$ cat config.mk
export PLATFORM = sky130hd
export DESIGN_NAME = framed_ascii_command_decoder_flat
export DESIGN_NICKNAME = d
export VERILOG_FILES = /design/src/rtl/core/fcd_pkg.sv /design/src/rtl/core/fcd_in_if.sv /design/src/rtl/core/fcd_out_if.sv /design/src/rtl/core/framed_ascii_command_decoder.sv /design/src/flat_wrapper.sv
export SDC_FILE = /design/constraint.sdc
export NUM_CORES = 1
export LEC_CHECK = 0
export BUFFER_PORTS_ARGS = -buffer_cell sky130_fd_sc_hd__buf_4
export CORE_MARGIN = 8
export CORE_UTILIZATION = 28
export DETAILED_ROUTE_END_ITERATION = 16
export HOLD_SLACK_MARGIN = 0.12
export PLACE_DENSITY = 0.44
export SETUP_SLACK_MARGIN = 0.02
export SYNTH_ARGS = -nofsm -noshare
export SYNTH_HDL_FRONTEND = slang
export SYNTH_SLANG_ARGS = --single-unit
$ cat constraint.sdc
create_clock -name clk -period 4.9 [get_ports clk]
set_clock_uncertainty 0.05 [all_clocks]
set_input_delay 0.49 -clock clk [delete_from_list [all_inputs] [get_ports clk]]
set_output_delay 0.49 -clock clk [all_outputs]
set_load 0.03 [all_outputs]
$ cat src/rtl/core/fcd_pkg.sv
// ----------------------------------------------------------------------------
// fcd_pkg: shared types and constants of the framed command decoder
// Byte codes of the frame marks and command letters, and the result codes.
// ----------------------------------------------------------------------------
package fcd_pkg;

	typedef logic [7:0]         byte_t;
	typedef logic [2:0]         cmd_code_t;
	typedef logic signed [12:0] cmd_value_t;
	typedef logic [4:0]         count_t;

	localparam int unsigned FRAME_KEEP = 5;
	localparam count_t      COUNT_MAX  = 5'd21;

	localparam byte_t CH_OPEN  = 8'h3C; // '<'
	localparam byte_t CH_CLOSE = 8'h3E; // '>'
	localparam byte_t CH_ZERO  = 8'h30; // '0'
	localparam byte_t CH_UC_C  = 8'h43;
	localparam byte_t CH_UC_E  = 8'h45;
	localparam byte_t CH_UC_S  = 8'h53;

	localparam byte_t CH_A = 8'h61;
	localparam byte_t CH_B = 8'h62;
	localparam byte_t CH_C = 8'h63;
	localparam byte_t CH_E = 8'h65;
	localparam byte_t CH_F = 8'h66;
	localparam byte_t CH_G = 8'h67;
	localparam byte_t CH_H = 8'h68;
	localparam byte_t CH_I = 8'h69;
	localparam byte_t CH_K = 8'h6B;
	localparam byte_t CH_L = 8'h6C;
	localparam byte_t CH_O = 8'h6F;
	localparam byte_t CH_P = 8'h70;
	localparam byte_t CH_R = 8'h72;
	localparam byte_t CH_S = 8'h73;
	localparam byte_t CH_T = 8'h74;

	localparam cmd_code_t CMD_NONE  = 3'd0;
	localparam cmd_code_t CMD_GO    = 3'd1;
	localparam cmd_code_t CMD_SPEED = 3'd2;
	localparam cmd_code_t CMD_STEER = 3'd3;
	localparam cmd_code_t CMD_BACK  = 3'd4;
	localparam cmd_code_t CMD_LEFT  = 3'd5;
	localparam cmd_code_t CMD_STOP  = 3'd6;
	localparam cmd_code_t CMD_RIGHT = 3'd7;

	// Offset of ('0' * 10 + '0') taken out of the steering sum.
	localparam cmd_value_t STEER_BIAS = 13'sd528;

endpackage

$ cat src/rtl/core/fcd_in_if.sv
// ----------------------------------------------------------------------------
// fcd_in_if: received byte channel
// Valid/ready channel that carries one received byte per request.
// ----------------------------------------------------------------------------
interface fcd_in_if;
	logic            valid;
	logic            ready;
	fcd_pkg::byte_t  rx_byte;

	modport source (output valid, output rx_byte, input ready);
	modport sink   (input valid, input rx_byte, output ready);
endinterface

$ cat src/rtl/core/fcd_out_if.sv
// ----------------------------------------------------------------------------
// fcd_out_if: decoded command channel
// Valid/ready channel that carries one decoded command per request.
// ----------------------------------------------------------------------------
interface fcd_out_if;
	logic                valid;
	logic                ready;
	fcd_pkg::cmd_code_t  cmd_code;
	fcd_pkg::cmd_value_t cmd_value;

	modport source (output valid, output cmd_code, output cmd_value, input ready);
	modport sink   (input valid, input cmd_code, input cmd_value, output ready);
endinterface

$ cat src/rtl/core/framed_ascii_command_decoder.sv
// ----------------------------------------------------------------------------
// framed_ascii_command_decoder: decoder of '<'...'>' framed ASCII commands
// Collects frame bodies and emits one decoded command per closed frame.
// ----------------------------------------------------------------------------
// A byte is taken every cycle in which the result register is free or being
// drained, so the sustained rate is one byte per clock. Each byte passes an
// input register and is then applied to the frame state; a closing '>' then
// loads the result register, so a command passes the input register and then
// the result register. Only a stalled result register holds up input.
module framed_ascii_command_decoder (
	input  logic         clk,
	input  logic         arst_n,
	fcd_in_if.sink       in_ch,
	fcd_out_if.source    out_ch
);
	import fcd_pkg::*;

	logic       valid_s1;
	byte_t      byte_s1;
	logic       in_frame_q;
	count_t     frame_count_q;
	byte_t      frame_bytes_q [FRAME_KEEP];
	logic       out_valid_q;
	cmd_code_t  code_q;
	cmd_value_t value_q;

	logic       advance;
	logic       in_ready;
	logic       close_hit;
	cmd_code_t  dec_code;
	cmd_value_t dec_value;
	logic [11:0] tens_x10;

	assign advance   = !out_valid_q || out_ch.ready;
	assign in_ready  = !valid_s1 || advance;
	assign close_hit = valid_s1 && in_frame_q && (byte_s1 == CH_CLOSE);

	assign in_ch.ready      = in_ready;
	assign out_ch.valid     = out_valid_q;
	assign out_ch.cmd_code  = code_q;
	assign out_ch.cmd_value = value_q;

	// Input register.
	always_ff @(posedge clk or negedge arst_n) begin
		if (!arst_n) begin
			valid_s1 <= 1'b0;
		end else if (in_ready) begin
			valid_s1 <= in_ch.valid;
		end
	end

	always_ff @(posedge clk) begin
		if (in_ready && in_ch.valid) begin
			byte_s1 <= in_ch.rx_byte;
		end
	end

	// Frame state.
	always_ff @(posedge clk or negedge arst_n) begin
		if (!arst_n) begin
			in_frame_q    <= 1'b0;
			frame_count_q <= '0;
		end else if (valid_s1 && advance) begin
			if (!in_frame_q) begin
				if (byte_s1 == CH_OPEN) begin
					in_frame_q    <= 1'b1;
					frame_count_q <= '0;
				end
			end else if (byte_s1 == CH_CLOSE) begin
				in_frame_q    <= 1'b0;
				frame_count_q <= '0;
			end else if (frame_count_q < COUNT_MAX) begin
				frame_count_q <= frame_count_q + 5'd1;
			end
		end
	end

	always_ff @(posedge clk) begin
		for (int i = 0; i < FRAME_KEEP; i++) begin
			if (valid_s1 && advance && in_frame_q && (byte_s1 != CH_CLOSE)
					&& (frame_count_q == count_t'(i))) begin
				frame_bytes_q[i] <= byte_s1;
			end
		end
	end

	// Ten times the tens digit as a shift-add.
	assign tens_x10 = {1'b0, frame_bytes_q[1], 3'b000} + {3'b000, frame_bytes_q[1], 1'b0};

	always_comb begin
		dec_code  = CMD_NONE;
		dec_value = '0;
		case (frame_count_q)
			5'd2: begin
				if (frame_bytes_q[0] == CH_G && frame_bytes_q[1] == CH_O) begin
					dec_code = CMD_GO;
				end
			end
			5'd3: begin
				if (frame_bytes_q[0] == CH_UC_C && frame_bytes_q[2] == CH_UC_E) begin
					dec_code  = CMD_SPEED;
					dec_value = $signed({5'b00000, frame_bytes_q[1]})
						- $signed({5'b00000, CH_ZERO});
				end else if (frame_bytes_q[0] == CH_UC_S) begin
					dec_code  = CMD_STEER;
					dec_value = $signed({1'b0, tens_x10})
						+ $signed({5'b00000, frame_bytes_q[2]}) - STEER_BIAS;
				end
			end
			5'd4: begin
				if (frame_bytes_q[0] == CH_B && frame_bytes_q[1] == CH_A
						&& frame_bytes_q[2] == CH_C && frame_bytes_q[3] == CH_K) begin
					dec_code = CMD_BACK;
				end else if (frame_bytes_q[0] == CH_L && frame_bytes_q[1] == CH_E
						&& frame_bytes_q[2] == CH_F && frame_bytes_q[3] == CH_T) begin
					dec_code = CMD_LEFT;
				end else if (frame_bytes_q[0] == CH_S && frame_bytes_q[1] == CH_T
						&& frame_bytes_q[2] == CH_O && frame_bytes_q[3] == CH_P) begin
					dec_code = CMD_STOP;
				end
			end
			5'd5: begin
				if (frame_bytes_q[0] == CH_R && frame_bytes_q[1] == CH_I
						&& frame_bytes_q[2] == CH_G && frame_bytes_q[3] == CH_H
						&& frame_bytes_q[4] == CH_T) begin
					dec_code = CMD_RIGHT;
				end
			end
			default: begin
				dec_code  = CMD_NONE;
				dec_value = '0;
			end
		endcase
	end

	// Result register.
	always_ff @(posedge clk or negedge arst_n) begin
		if (!arst_n) begin
			out_valid_q <= 1'b0;
		end else if (advance) begin
			out_valid_q <= close_hit;
		end
	end

	always_ff @(posedge clk) begin
		if (advance && close_hit) begin
			code_q  <= dec_code;
			value_q <= dec_value;
		end
	end

	a_result_from_close: assert property (@(posedge clk) disable iff (!arst_n)
		$rose(out_valid_q) |-> $past(close_hit && advance))
		else $error("result appeared without a closing byte");

	a_count_bound: assert property (@(posedge clk) disable iff (!arst_n)
		frame_count_q <= COUNT_MAX)
		else $error("frame count above its limit");

	a_idle_count_zero: assert property (@(posedge clk) disable iff (!arst_n)
		!in_frame_q |-> frame_count_q == '0)
		else $error("frame count nonzero while idle");

	a_value_zero: assert property (@(posedge clk) disable iff (!arst_n)
		out_valid_q && code_q != CMD_SPEED && code_q != CMD_STEER |-> value_q == '0)
		else $error("nonzero value on a command without one");

endmodule
$ cat src/flat_wrapper.sv
// flat-port wrapper written by rule: the top's interface ports become plain ports
module framed_ascii_command_decoder_flat import fcd_pkg::*;
  (clk, arst_n, in_ch_valid, in_ch_rx_byte, in_ch_ready, out_ch_valid, out_ch_cmd_code, out_ch_cmd_value, out_ch_ready);
  fcd_in_if in_ch_i ();
  fcd_out_if out_ch_i ();
  input  logic clk;
  input  logic arst_n;
  input wire logic [$bits(in_ch_i.valid)-1:0] in_ch_valid;
  input wire logic [$bits(in_ch_i.rx_byte)-1:0] in_ch_rx_byte;
  output wire logic [$bits(in_ch_i.ready)-1:0] in_ch_ready;
  output wire logic [$bits(out_ch_i.valid)-1:0] out_ch_valid;
  output wire logic [$bits(out_ch_i.cmd_code)-1:0] out_ch_cmd_code;
  output wire logic [$bits(out_ch_i.cmd_value)-1:0] out_ch_cmd_value;
  input wire logic [$bits(out_ch_i.ready)-1:0] out_ch_ready;
  assign in_ch_i.valid = in_ch_valid;
  assign in_ch_i.rx_byte = in_ch_rx_byte;
  assign in_ch_ready = in_ch_i.ready;
  assign out_ch_valid = out_ch_i.valid;
  assign out_ch_cmd_code = out_ch_i.cmd_code;
  assign out_ch_cmd_value = out_ch_i.cmd_value;
  assign out_ch_i.ready = out_ch_ready;
  framed_ascii_command_decoder u_core (.clk(clk), .arst_n(arst_n), .in_ch(in_ch_i), .out_ch(out_ch_i));
endmodule
---- Yosys cells after proc, flatten, opt, wreduce, memory -nomap -nowiden ----
Memory sizes are Yosys's and may differ from the RTL's.
Index checks and enable logic that the tools add are counted.
W data, S select, Z words.
operators by class
  add/subtract/negate cells ............... 5
  multipliers ............................. 0
  div/mod/pow operators ................... 0
  magnitude comparators ................... 1
  equality and inequality tests ........... 31
  shift operators ......................... 0
  muxes and demuxes ....................... 39
  bitwise gates (word level) .............. 0
  reductions and logical operators ........ 38
operators with widths
  kind                      count
  $eq A8 B7 Y1 const B      22
  $mux W8                   4
  $reduce_or A8 Y1          4
  $logic_and A1 B1 Y1       27
  $mux W3                   9
  $mux W13                  2
  $mux W5                   4
  $mux W1                   18
  $eq A8 B6 Y1 const B      2
  $add A12 B8 Y13           1
  $sub A13 B11 Y13 const B  1
  $add A11 B9 Y12           1
  $pmux W3 S4               1
  $eq A5 B2 Y1 const B      2
  $eq A5 B3 Y1 const B      2
  $sub A8 B6 Y9 const B     1
  $ne A8 B6 Y1 const B      1
  $add A5 B1 Y5 const B     1
  $eq A5 B1 Y1 const B      1
  $logic_not A5 Y1          1
  $lt A5 B5 Y1 const B      1
  $ne A3 B3 Y1 const B      1
  $reduce_and A3 Y1         1
  $logic_not A1 Y1          2
  other kinds (3)           4
word-level totals
  register bits ........................... 32
  bits in latches ......................... 0
  memory bits (writable) .................. 40
  memory bits (read-only) ................. 0
  input bits .............................. 12
  output and inout port bits .............. 18
  logic and storage cells ................. 122
  memories ................................ 1
memory list
  name                  words  bits a word  read ports  clocked after Yosys merged registers in  wr ports  line                                text
  u_core.frame_bytes_q  5      8            5           0                                        1         framed_ascii_command_decoder.sv:22  byte_t frame_bytes_q [FRAME_KEEP];

---- Logic depth before layout (Yosys ltp) ----
Gate-level depths: netlist of the first run.
  depth in word-level cells ............... 13
  mapped depth ............................ 11

---- Worst setup path after synthesis of the first run ----
Ideal clock, no wire load.
  path kind ............................... register to register
  start ................................... mem u_core.frame_bytes_q[0][8] (netlist bit)
  end ..................................... reg u_core.value_q[11] (netlist: u_core.out_ch.cmd_value[11]), data pin
  library setup time ...................... 265 ps
  arrival time ............................ 2747 ps
  path slack .............................. 1838 ps
  stages on the path, launching flop included .. 12
  path through ............................ edfxtp_1 inv_1 fa_1 inv_1 ha_1 ha_1 fa_1 a211oi_1 o21ai_0 a31oi_1 xnor2_1 o21ai_2
RTL lines
  what                  line                                 text
  from (decl)           framed_ascii_command_decoder.sv:22
  to (signal assigned)  framed_ascii_command_decoder.sv:148  value_q <= dec_value;
  to (decl)             framed_ascii_command_decoder.sv:25   cmd_value_t value_q;

==> flow_summary.toml, run 1 <==
[clock_network]
clk_latency_ns = 0.34
cts_buffers = 9
clk_root_buffer_cell = "clkbuf_16"
cts_sink_cnt = 72
h-tree-depth = 3
tritoncts_clock_tree = "yes"
cts_resized = 0
path_clk_slew_ns = 0.06
cts.path.max_buffers = 2

[cells_and_area]
diodes = 0
area.growth.synth_to_final_pct = 18.9
drive_gt1_share_pct = 16.3
final_core_utilization_pct = 33.8
net_count_reported_at_finish = 383

[global_route]
total_routing_usage_gr_pct = 9.70
first_global_vias = 2524
grt_start_max_net_pins = 17
globalRouteOverflowTotal = 0
initial_antenna_violation_count = 0
wire_length_of_the_first_global_routing_pass_mm = 13.1

[critical_path]
critPathLaunchType = "register"
crit_start = "u_core.frame_bytes_q[0][8]"
critical-path-slowest-cell = "fa_1"
crit_path_cell_trace = "inv_1 -> fa_1 -> inv_1 -> ha_1 -> ha_1 -> fa_1 -> a211oi_1 -> o21ai_0 -> a31oi_1 -> xnor2_1 -> o21ai_2"
worstPathRequired_ns = 4.92
critical_path.endpoint_type = "register"
critPathMaxStageDelay_ns = 0.53
reg2reg_from = "u_core.frame_bytes_q[0][8]"
criticalPathCategory = "register to register"
critical_path_arrival_ns = 3.28
worstPathMaxFanout = 4

[logic_synthesis]
yosys.cell_types.count = 49
syn_avg_cell_area_um2 = 12.5
async_flop_share_pct = 11.1
number_of_enable_flip_flop_cells_after_synthesis = 64
postSynth.topFlopCell = "edfxtp_1"
netlist_area_mm2 = 0.00373
synth.ff_latch_count = 72
syn-num-nets = 343
synth_cells = 299
share_of_synthesized_area_occupied_by_flip_flops_and_latches_pct = 56.8
synthesis.yosys.warnings = 0

[route]
initialDrtViolationCount = 131
dr_total_vias = 2368
detail_route.wl_per_cell_um = 15.4
routed_via_density = 4.55
drt_first_pass_iters = 4
ant_nets = 0
drcViolationCount = 0
wirelength_mm = 8.01

[die]
top_level_ports = 30
die-height_um = 131
coreArea_mm2 = 0.0131
design.die.area_mm2 = 0.0173
initial_core_util_pct = 28.4
row_count = 42
die-width_um = 131

[power_and_ir_drop]
static-leakage-power_nw = 1.69
cellPowerDensity_mw_per_mm2 = 331
ir_drop_mv = 0.266

[timing]
worst_slew_margin_rel_pct = 11.5
grt_setup_unrepaired = "false"
final-setup-viol-count = 0
hold_violations = 0
worstMarginPinSlew_ns = 1.31
period_share_pct = 66.5
final_max_slew_viol_count = 0
final.min_clock_period_ns = 3.26
timing.fmax_mhz = 307
totalNegativeSetupSlack_ns = 0

[placement]
dp_hpwl_mm = 6.31
io_buffers = 29
final_replace_weighted_congestion = 0.776

[hold_path]
timing.hold.worst.start = "in_ch_rx_byte[2]"
timing.hold.worst.class = "input pin to register"

[status]
result_of_the_run = "complete, no violations"

[flow_run]
timing.max_cap.violations = 0
## cells by family (layout without fill, tap and decap cells)
kind of cell / Yosys count / after routing / synth area share [%]
flops: 72 / 72 / 56.8
buf+inv: 36 / 81 / 4.02
xor+xnor: 10 / 10 / 2.34
mux: 4 / 4 / 1.07
compound gates: 41 / 41 / 7.17
simple gates: 104 / 104 / 16.7
fa+ha+maj: 32 / 32 / 11.9
## cell usage after synthesis, types with 2 or more instances
master,count,share of area (%)
nor2b_1,3,0.50
o21a_1,3,0.60
nor4_1,6,1.0
nor4bb_1,2,0.54
buf_6,2,0.60
o21ai_0,13,1.7
o21ai_2,5,1.2
fa_1,6,3.2
nand3b_1,4,0.80
nand3_1,6,0.80
ha_1,26,8.7
xnor2_1,6,1.4
nand4b_1,7,1.6
nand4_1,2,0.33
a21oi_1,6,0.80
nor2_1,14,1.4
nand2b_1,7,1.2
nor4b_1,2,0.47
dfrtp_1,8,5.4
and2_1,3,0.50
inv_1,32,3.2
mux2i_1,4,1.1
xor2_1,4,0.94
or4b_2,2,0.54
a211oi_1,4,0.80
or4bb_1,3,0.90
clkbuf_1,2,0.20
o21bai_1,2,0.40
nor3_1,7,0.94
edfxtp_1,64,51
a31oi_1,2,0.33
nand2_1,25,2.5
## layout by cell type, fill, tap and decap left out, drive strengths merged, types with 2 or more instances in the layout
cell       n
edfxtp    64
inv       32
buf       32
ha        26
nand2     25
o21ai     18
nor2      14
clkbuf    10
dfrtp      8
nand4b     7
nor3       7
nand2b     7
nor4       6
nand3      6
a21oi      6
xnor2      6
fa         6
nand3b     4
a211oi     4
mux2i      4
xor2       4
clkinv     4
and2       3
nor2b      3
or4bb      3
o21a       3
or4b       3
nor4bb     2
nand4      2
nor4b      2
o21bai     2
a31oi      2
clkinvlp   2
or2        2
## report_power, final
group | switching (mW) | internal [mW]
sequential | 0.0452 | 0.699
combinational | 0.0790 | 0.0668
clock | 0.243 | 0.339
## critical path, delay by kind of cell (launching register included)
| kind | cells | cell delay [ns] |
|---|---|---|
| xor gates and xnor gates | 1 | 0.15 |
| buffers and inverters | 2 | 0.13 |
| adders and majority gates | 4 | 1.47 |
| DFF | 1 | 0.39 |
| AOI/OAI and AO/OA | 4 | 0.79 |
## routing by layer
| layer | GRT usage [%] | up-vias | wire, um |
|---|---|---|---|
| li1 | - | 1181 | - |
| met1 | 10.8 | 1120 | 3540 |
| met2 | 16.2 | 52 | 3870 |
| met3 | 3.58 | 15 | 422 |
| met4 | 4.59 | 0 | 184 |
| met5 | 0 | - | 0 |
## layout make-up
class	count	area [um^2]
flip-flops and latches	72	2120
fillers	1328	8700
clock buffers	10	229
multi-input cells	191	1460
repair buffers	33	250
clock inverters	6	36.3
well taps	176	220
inverters	32	120
## registers in the layout, indices dropped and copies added (netlist names)
signal,flops
u_core.valid_s1,1
u_core.frame_bytes_q,40
u_core.frame_count_q,5
u_core.byte_s1,8
u_core.in_frame_q,1
u_core.out_ch.valid,1
u_core.out_ch.cmd_value,13
u_core.out_ch.cmd_code,3
## repair_timing
action	4_1_cts	5_1_grt
hold buffers	1	0
setup buffers	0	0
endpoints found under the hold margin	8	0
## path summary, 6_finish.rpt
kind / slack (ns) / depth (start not counted) / to
max in group asynchronous: 4.23 / 2 / u_core.valid_s1
setup reg to reg: 1.64 / 11 / u_core.out_ch.cmd_value[11]
hold reg to reg: 0.53 / 2 / u_core.out_ch.valid
min in group asynchronous: 0.45 / 2 / u_core.frame_count_q[0]
setup / recovery: 1.64 / 11 / u_core.out_ch.cmd_value[11]
hold / removal: 0.28 / 1 / u_core.byte_s1[2]
## through the flow
| step | instance area (um^2) | std cells | total power [mW] | setup WS [ns] | hold slack, ns |
|---|---|---|---|---|---|
| 5_1_grt | 4440 | 520 | 1.54 | 1.45 | 0.262 |
| 3_5_place_dp | 4170 | 503 | 0.905 | 1.62 | 0.264 |
| 6_report | 4440 | 520 | 1.47 | 1.64 | 0.278 |
| 3_3_place_gp | 4170 | 503 | 0.904 | 1.65 | 0.266 |
| 2_1_floorplan | 3730 | 299 | 0.858 | 1.84 | 0.144 |
| 4_1_cts | 4440 | 520 | 1.49 | 1.61 | 0.265 |
Note: power is estimated with default switching activity, not from simulation.
==> inputs of run 2 (changes only) <==
--- a/config.mk
+++ b/config.mk
@@ -10,7 +10,7 @@
 export CORE_UTILIZATION = 28
 export DETAILED_ROUTE_END_ITERATION = 16
 export HOLD_SLACK_MARGIN = 0.12
-export PLACE_DENSITY = 0.44
+export PLACE_DENSITY = 0.46
 export SETUP_SLACK_MARGIN = 0.02
 export SYNTH_ARGS = -nofsm -noshare
 export SYNTH_HDL_FRONTEND = slang
==> constraint.sdc (replaced) <==
create_clock -name clk -period 2.7 [get_ports clk]
set_clock_uncertainty 0.05 [all_clocks]
set_input_delay 0.27 -clock clk [delete_from_list [all_inputs] [get_ports clk]]
set_output_delay 0.27 -clock clk [all_outputs]
set_load 0.03 [all_outputs]
==> flow_summary.toml, run 2 (same netlist as run 1, synthesis figures left out) <==
[timing]
hold_violations = 0
post-route-worst-setup-slack_ns = -0.176
final.min_clock_period_ns = 2.88
totalNegativeSetupSlack_ns = -0.548
timing.fmax_mhz = 348
final-setup-viol-count = 4
worstMarginPinSlew_ns = 0.647
grt_setup_unrepaired = "true"
period_share_pct = 107
worst_slew_margin_rel_pct = 56.7
final_max_slew_viol_count = 0

[global_route]
grt_start_max_net_pins = 17
wire_length_of_the_first_global_routing_pass_mm = 13.8
initial_antenna_violation_count = 0
first_global_vias = 2748
globalRouteOverflowTotal = 0
total_routing_usage_gr_pct = 10.2

[clock_network]
path_clk_slew_ns = 0.06
h-tree-depth = 3
cts_buffers = 9
tritoncts_clock_tree = "yes"
clk_latency_ns = 0.34
cts.path.max_buffers = 2
cts_sink_cnt = 72
clk_root_buffer_cell = "clkbuf_16"

[cells_and_area]
most-common-layout-cells = "70 x buf_4, 64 x edfxtp_1, 26 x inv_1"
final_core_utilization_pct = 38.2
finish.instance_area_mm2 = 0.00501
flip_flop_count_of_the_largest_register_all_copies_and_words_added = 40
stdcell_count = 569
net_count_reported_at_finish = 432
area.growth.synth_to_final_pct = 34.2
drive_gt1_share_pct = 31.3
diodes = 0
layout.cells.most_common = "buf_4"
register_with_the_highest_flop_count = "u_core.frame_bytes_q"

[critical_path]
reg2reg_from = "u_core.frame_bytes_q[0][8]"
worst_r2r_path_depth = 13
critPathLaunchType = "register"
criticalPathCategory = "register to register"
crit_start = "u_core.frame_bytes_q[0][8]"
path_delay_family = "adder cells"
crit-reg2reg-capture = "u_core.out_ch.cmd_value[7]"
crit_path_cell_trace = "inv_2 -> fa_2 -> inv_2 -> ha_4 -> ha_4 -> fa_2 -> buf_4 -> buf_6 -> buf_6 -> nand2_2 -> nand2_2 -> a211oi_2 -> o32ai_1"
critPathMaxStageDelay_ns = 0.56
critical_path.endpoint_type = "register"
reg2reg_slack_ns = -0.18
critical-path-slowest-cell = "fa_2"
crit_buf_inv = 5
critical_path_arrival_ns = 2.90
worstPathMaxFanout = 2
worstPathRequired_ns = 2.72

[power_and_ir_drop]
ir_drop_mv = 0.372
cellPowerDensity_mw_per_mm2 = 575
static-leakage-power_nw = 1.95

[status]
violated_checks = "negative setup slack"
result_of_the_run = "finished with violations"

[route]
initialDrtViolationCount = 100
drt_first_pass_iters = 4
drcViolationCount = 0
dr_total_vias = 2548
routed_via_density = 4.48
detail_route.wl_per_cell_um = 15.0
ant_nets = 0
wirelength_mm = 8.51

[hold_path]
timing.hold.worst.start = "out_ch_ready"
timing.hold.worst_endpoint = "u_core.valid_s1"
hold_depth = 3
timing.hold.worst.class = "input pin to register"

[die]
design.die.area_mm2 = 0.0173
die-height_um = 131
initial_core_util_pct = 28.4
row_count = 42
top_level_ports = 30
die-width_um = 131
coreArea_mm2 = 0.0131

[placement]
dp_hpwl_mm = 6.48
io_buffers = 29
placed_cells = 537
placement.cell_area_mm2 = 0.00443
final_replace_weighted_congestion = 0.752
pre_cts_slack_ns = -0.199

[flow_run]
timing.max_cap.violations = 0
## run 2: final cells by class
type | instances | area, um^2
inverters | 32 | 120
well taps | 176 | 220
repair buffers | 82 | 648
clock buffers | 10 | 229
multi-input cells | 191 | 1610
clock inverters | 6 | 67.6
fillers | 1286 | 8120
flip-flops and latches | 72 | 2120
## run 2: metal layers
metal	wire (um)	GRT usage, %	part of all wire [%]
met1	3930	11.9	46
met2	3890	16.0	46
met3	426	3.58	5.0
met4	257	6.13	3.0
met5	0	0	0
## run 2: worst max path at each step
stage,slack (ns),endpoint,cells after the start
floorplan,-0.12,u_core.out_ch.cmd_value[9],11
CTS,-0.15,u_core.out_ch.cmd_value[11],11
global route,-0.27,u_core.out_ch.cmd_value[9],11
finish,-0.18,u_core.out_ch.cmd_value[7],13
detailed placement,-0.20,u_core.out_ch.cmd_value[9],11
global placement,-0.16,u_core.out_ch.cmd_value[11],11
## run 2: power breakdown
part	total, mW	internal (mW)	switching (mW)	leakage (nW)
clock network	1.18	0.720	0.463	0.139
logic	0.376	0.177	0.199	1.08
registers	1.32	1.27	0.0553	0.725
total	2.88	2.16	0.717	1.95
## run 2: repair_timing
item                       4_1_cts  5_1_grt
gates resized for setup         14       13
hold buffers                    10        0
setup buffers                    4        3
hold endpoints to repair        17        0
pin swaps                        9       10
setup endpoints to repair        6        8
## run 2: worst reg2reg max path, delay by kind of cell (launching register included)
kind,cells,cell delay (ns)
flip-flops,1,0.36
buffers and inverters,5,0.48
AND/OR/NAND/NOR,2,0.10
AO/OA/AOI/OAI,2,0.29
adder cells (fa/ha/maj),4,1.33
## run 2: per-stage QoR
step,power (mW),hold slack [ns]
detailed placement,1.69,0.0527
CTS,2.91,0.187
global route,3.02,0.222
finish,2.88,0.193
global placement,1.69,0.0513
floorplan,1.56,-0.0756
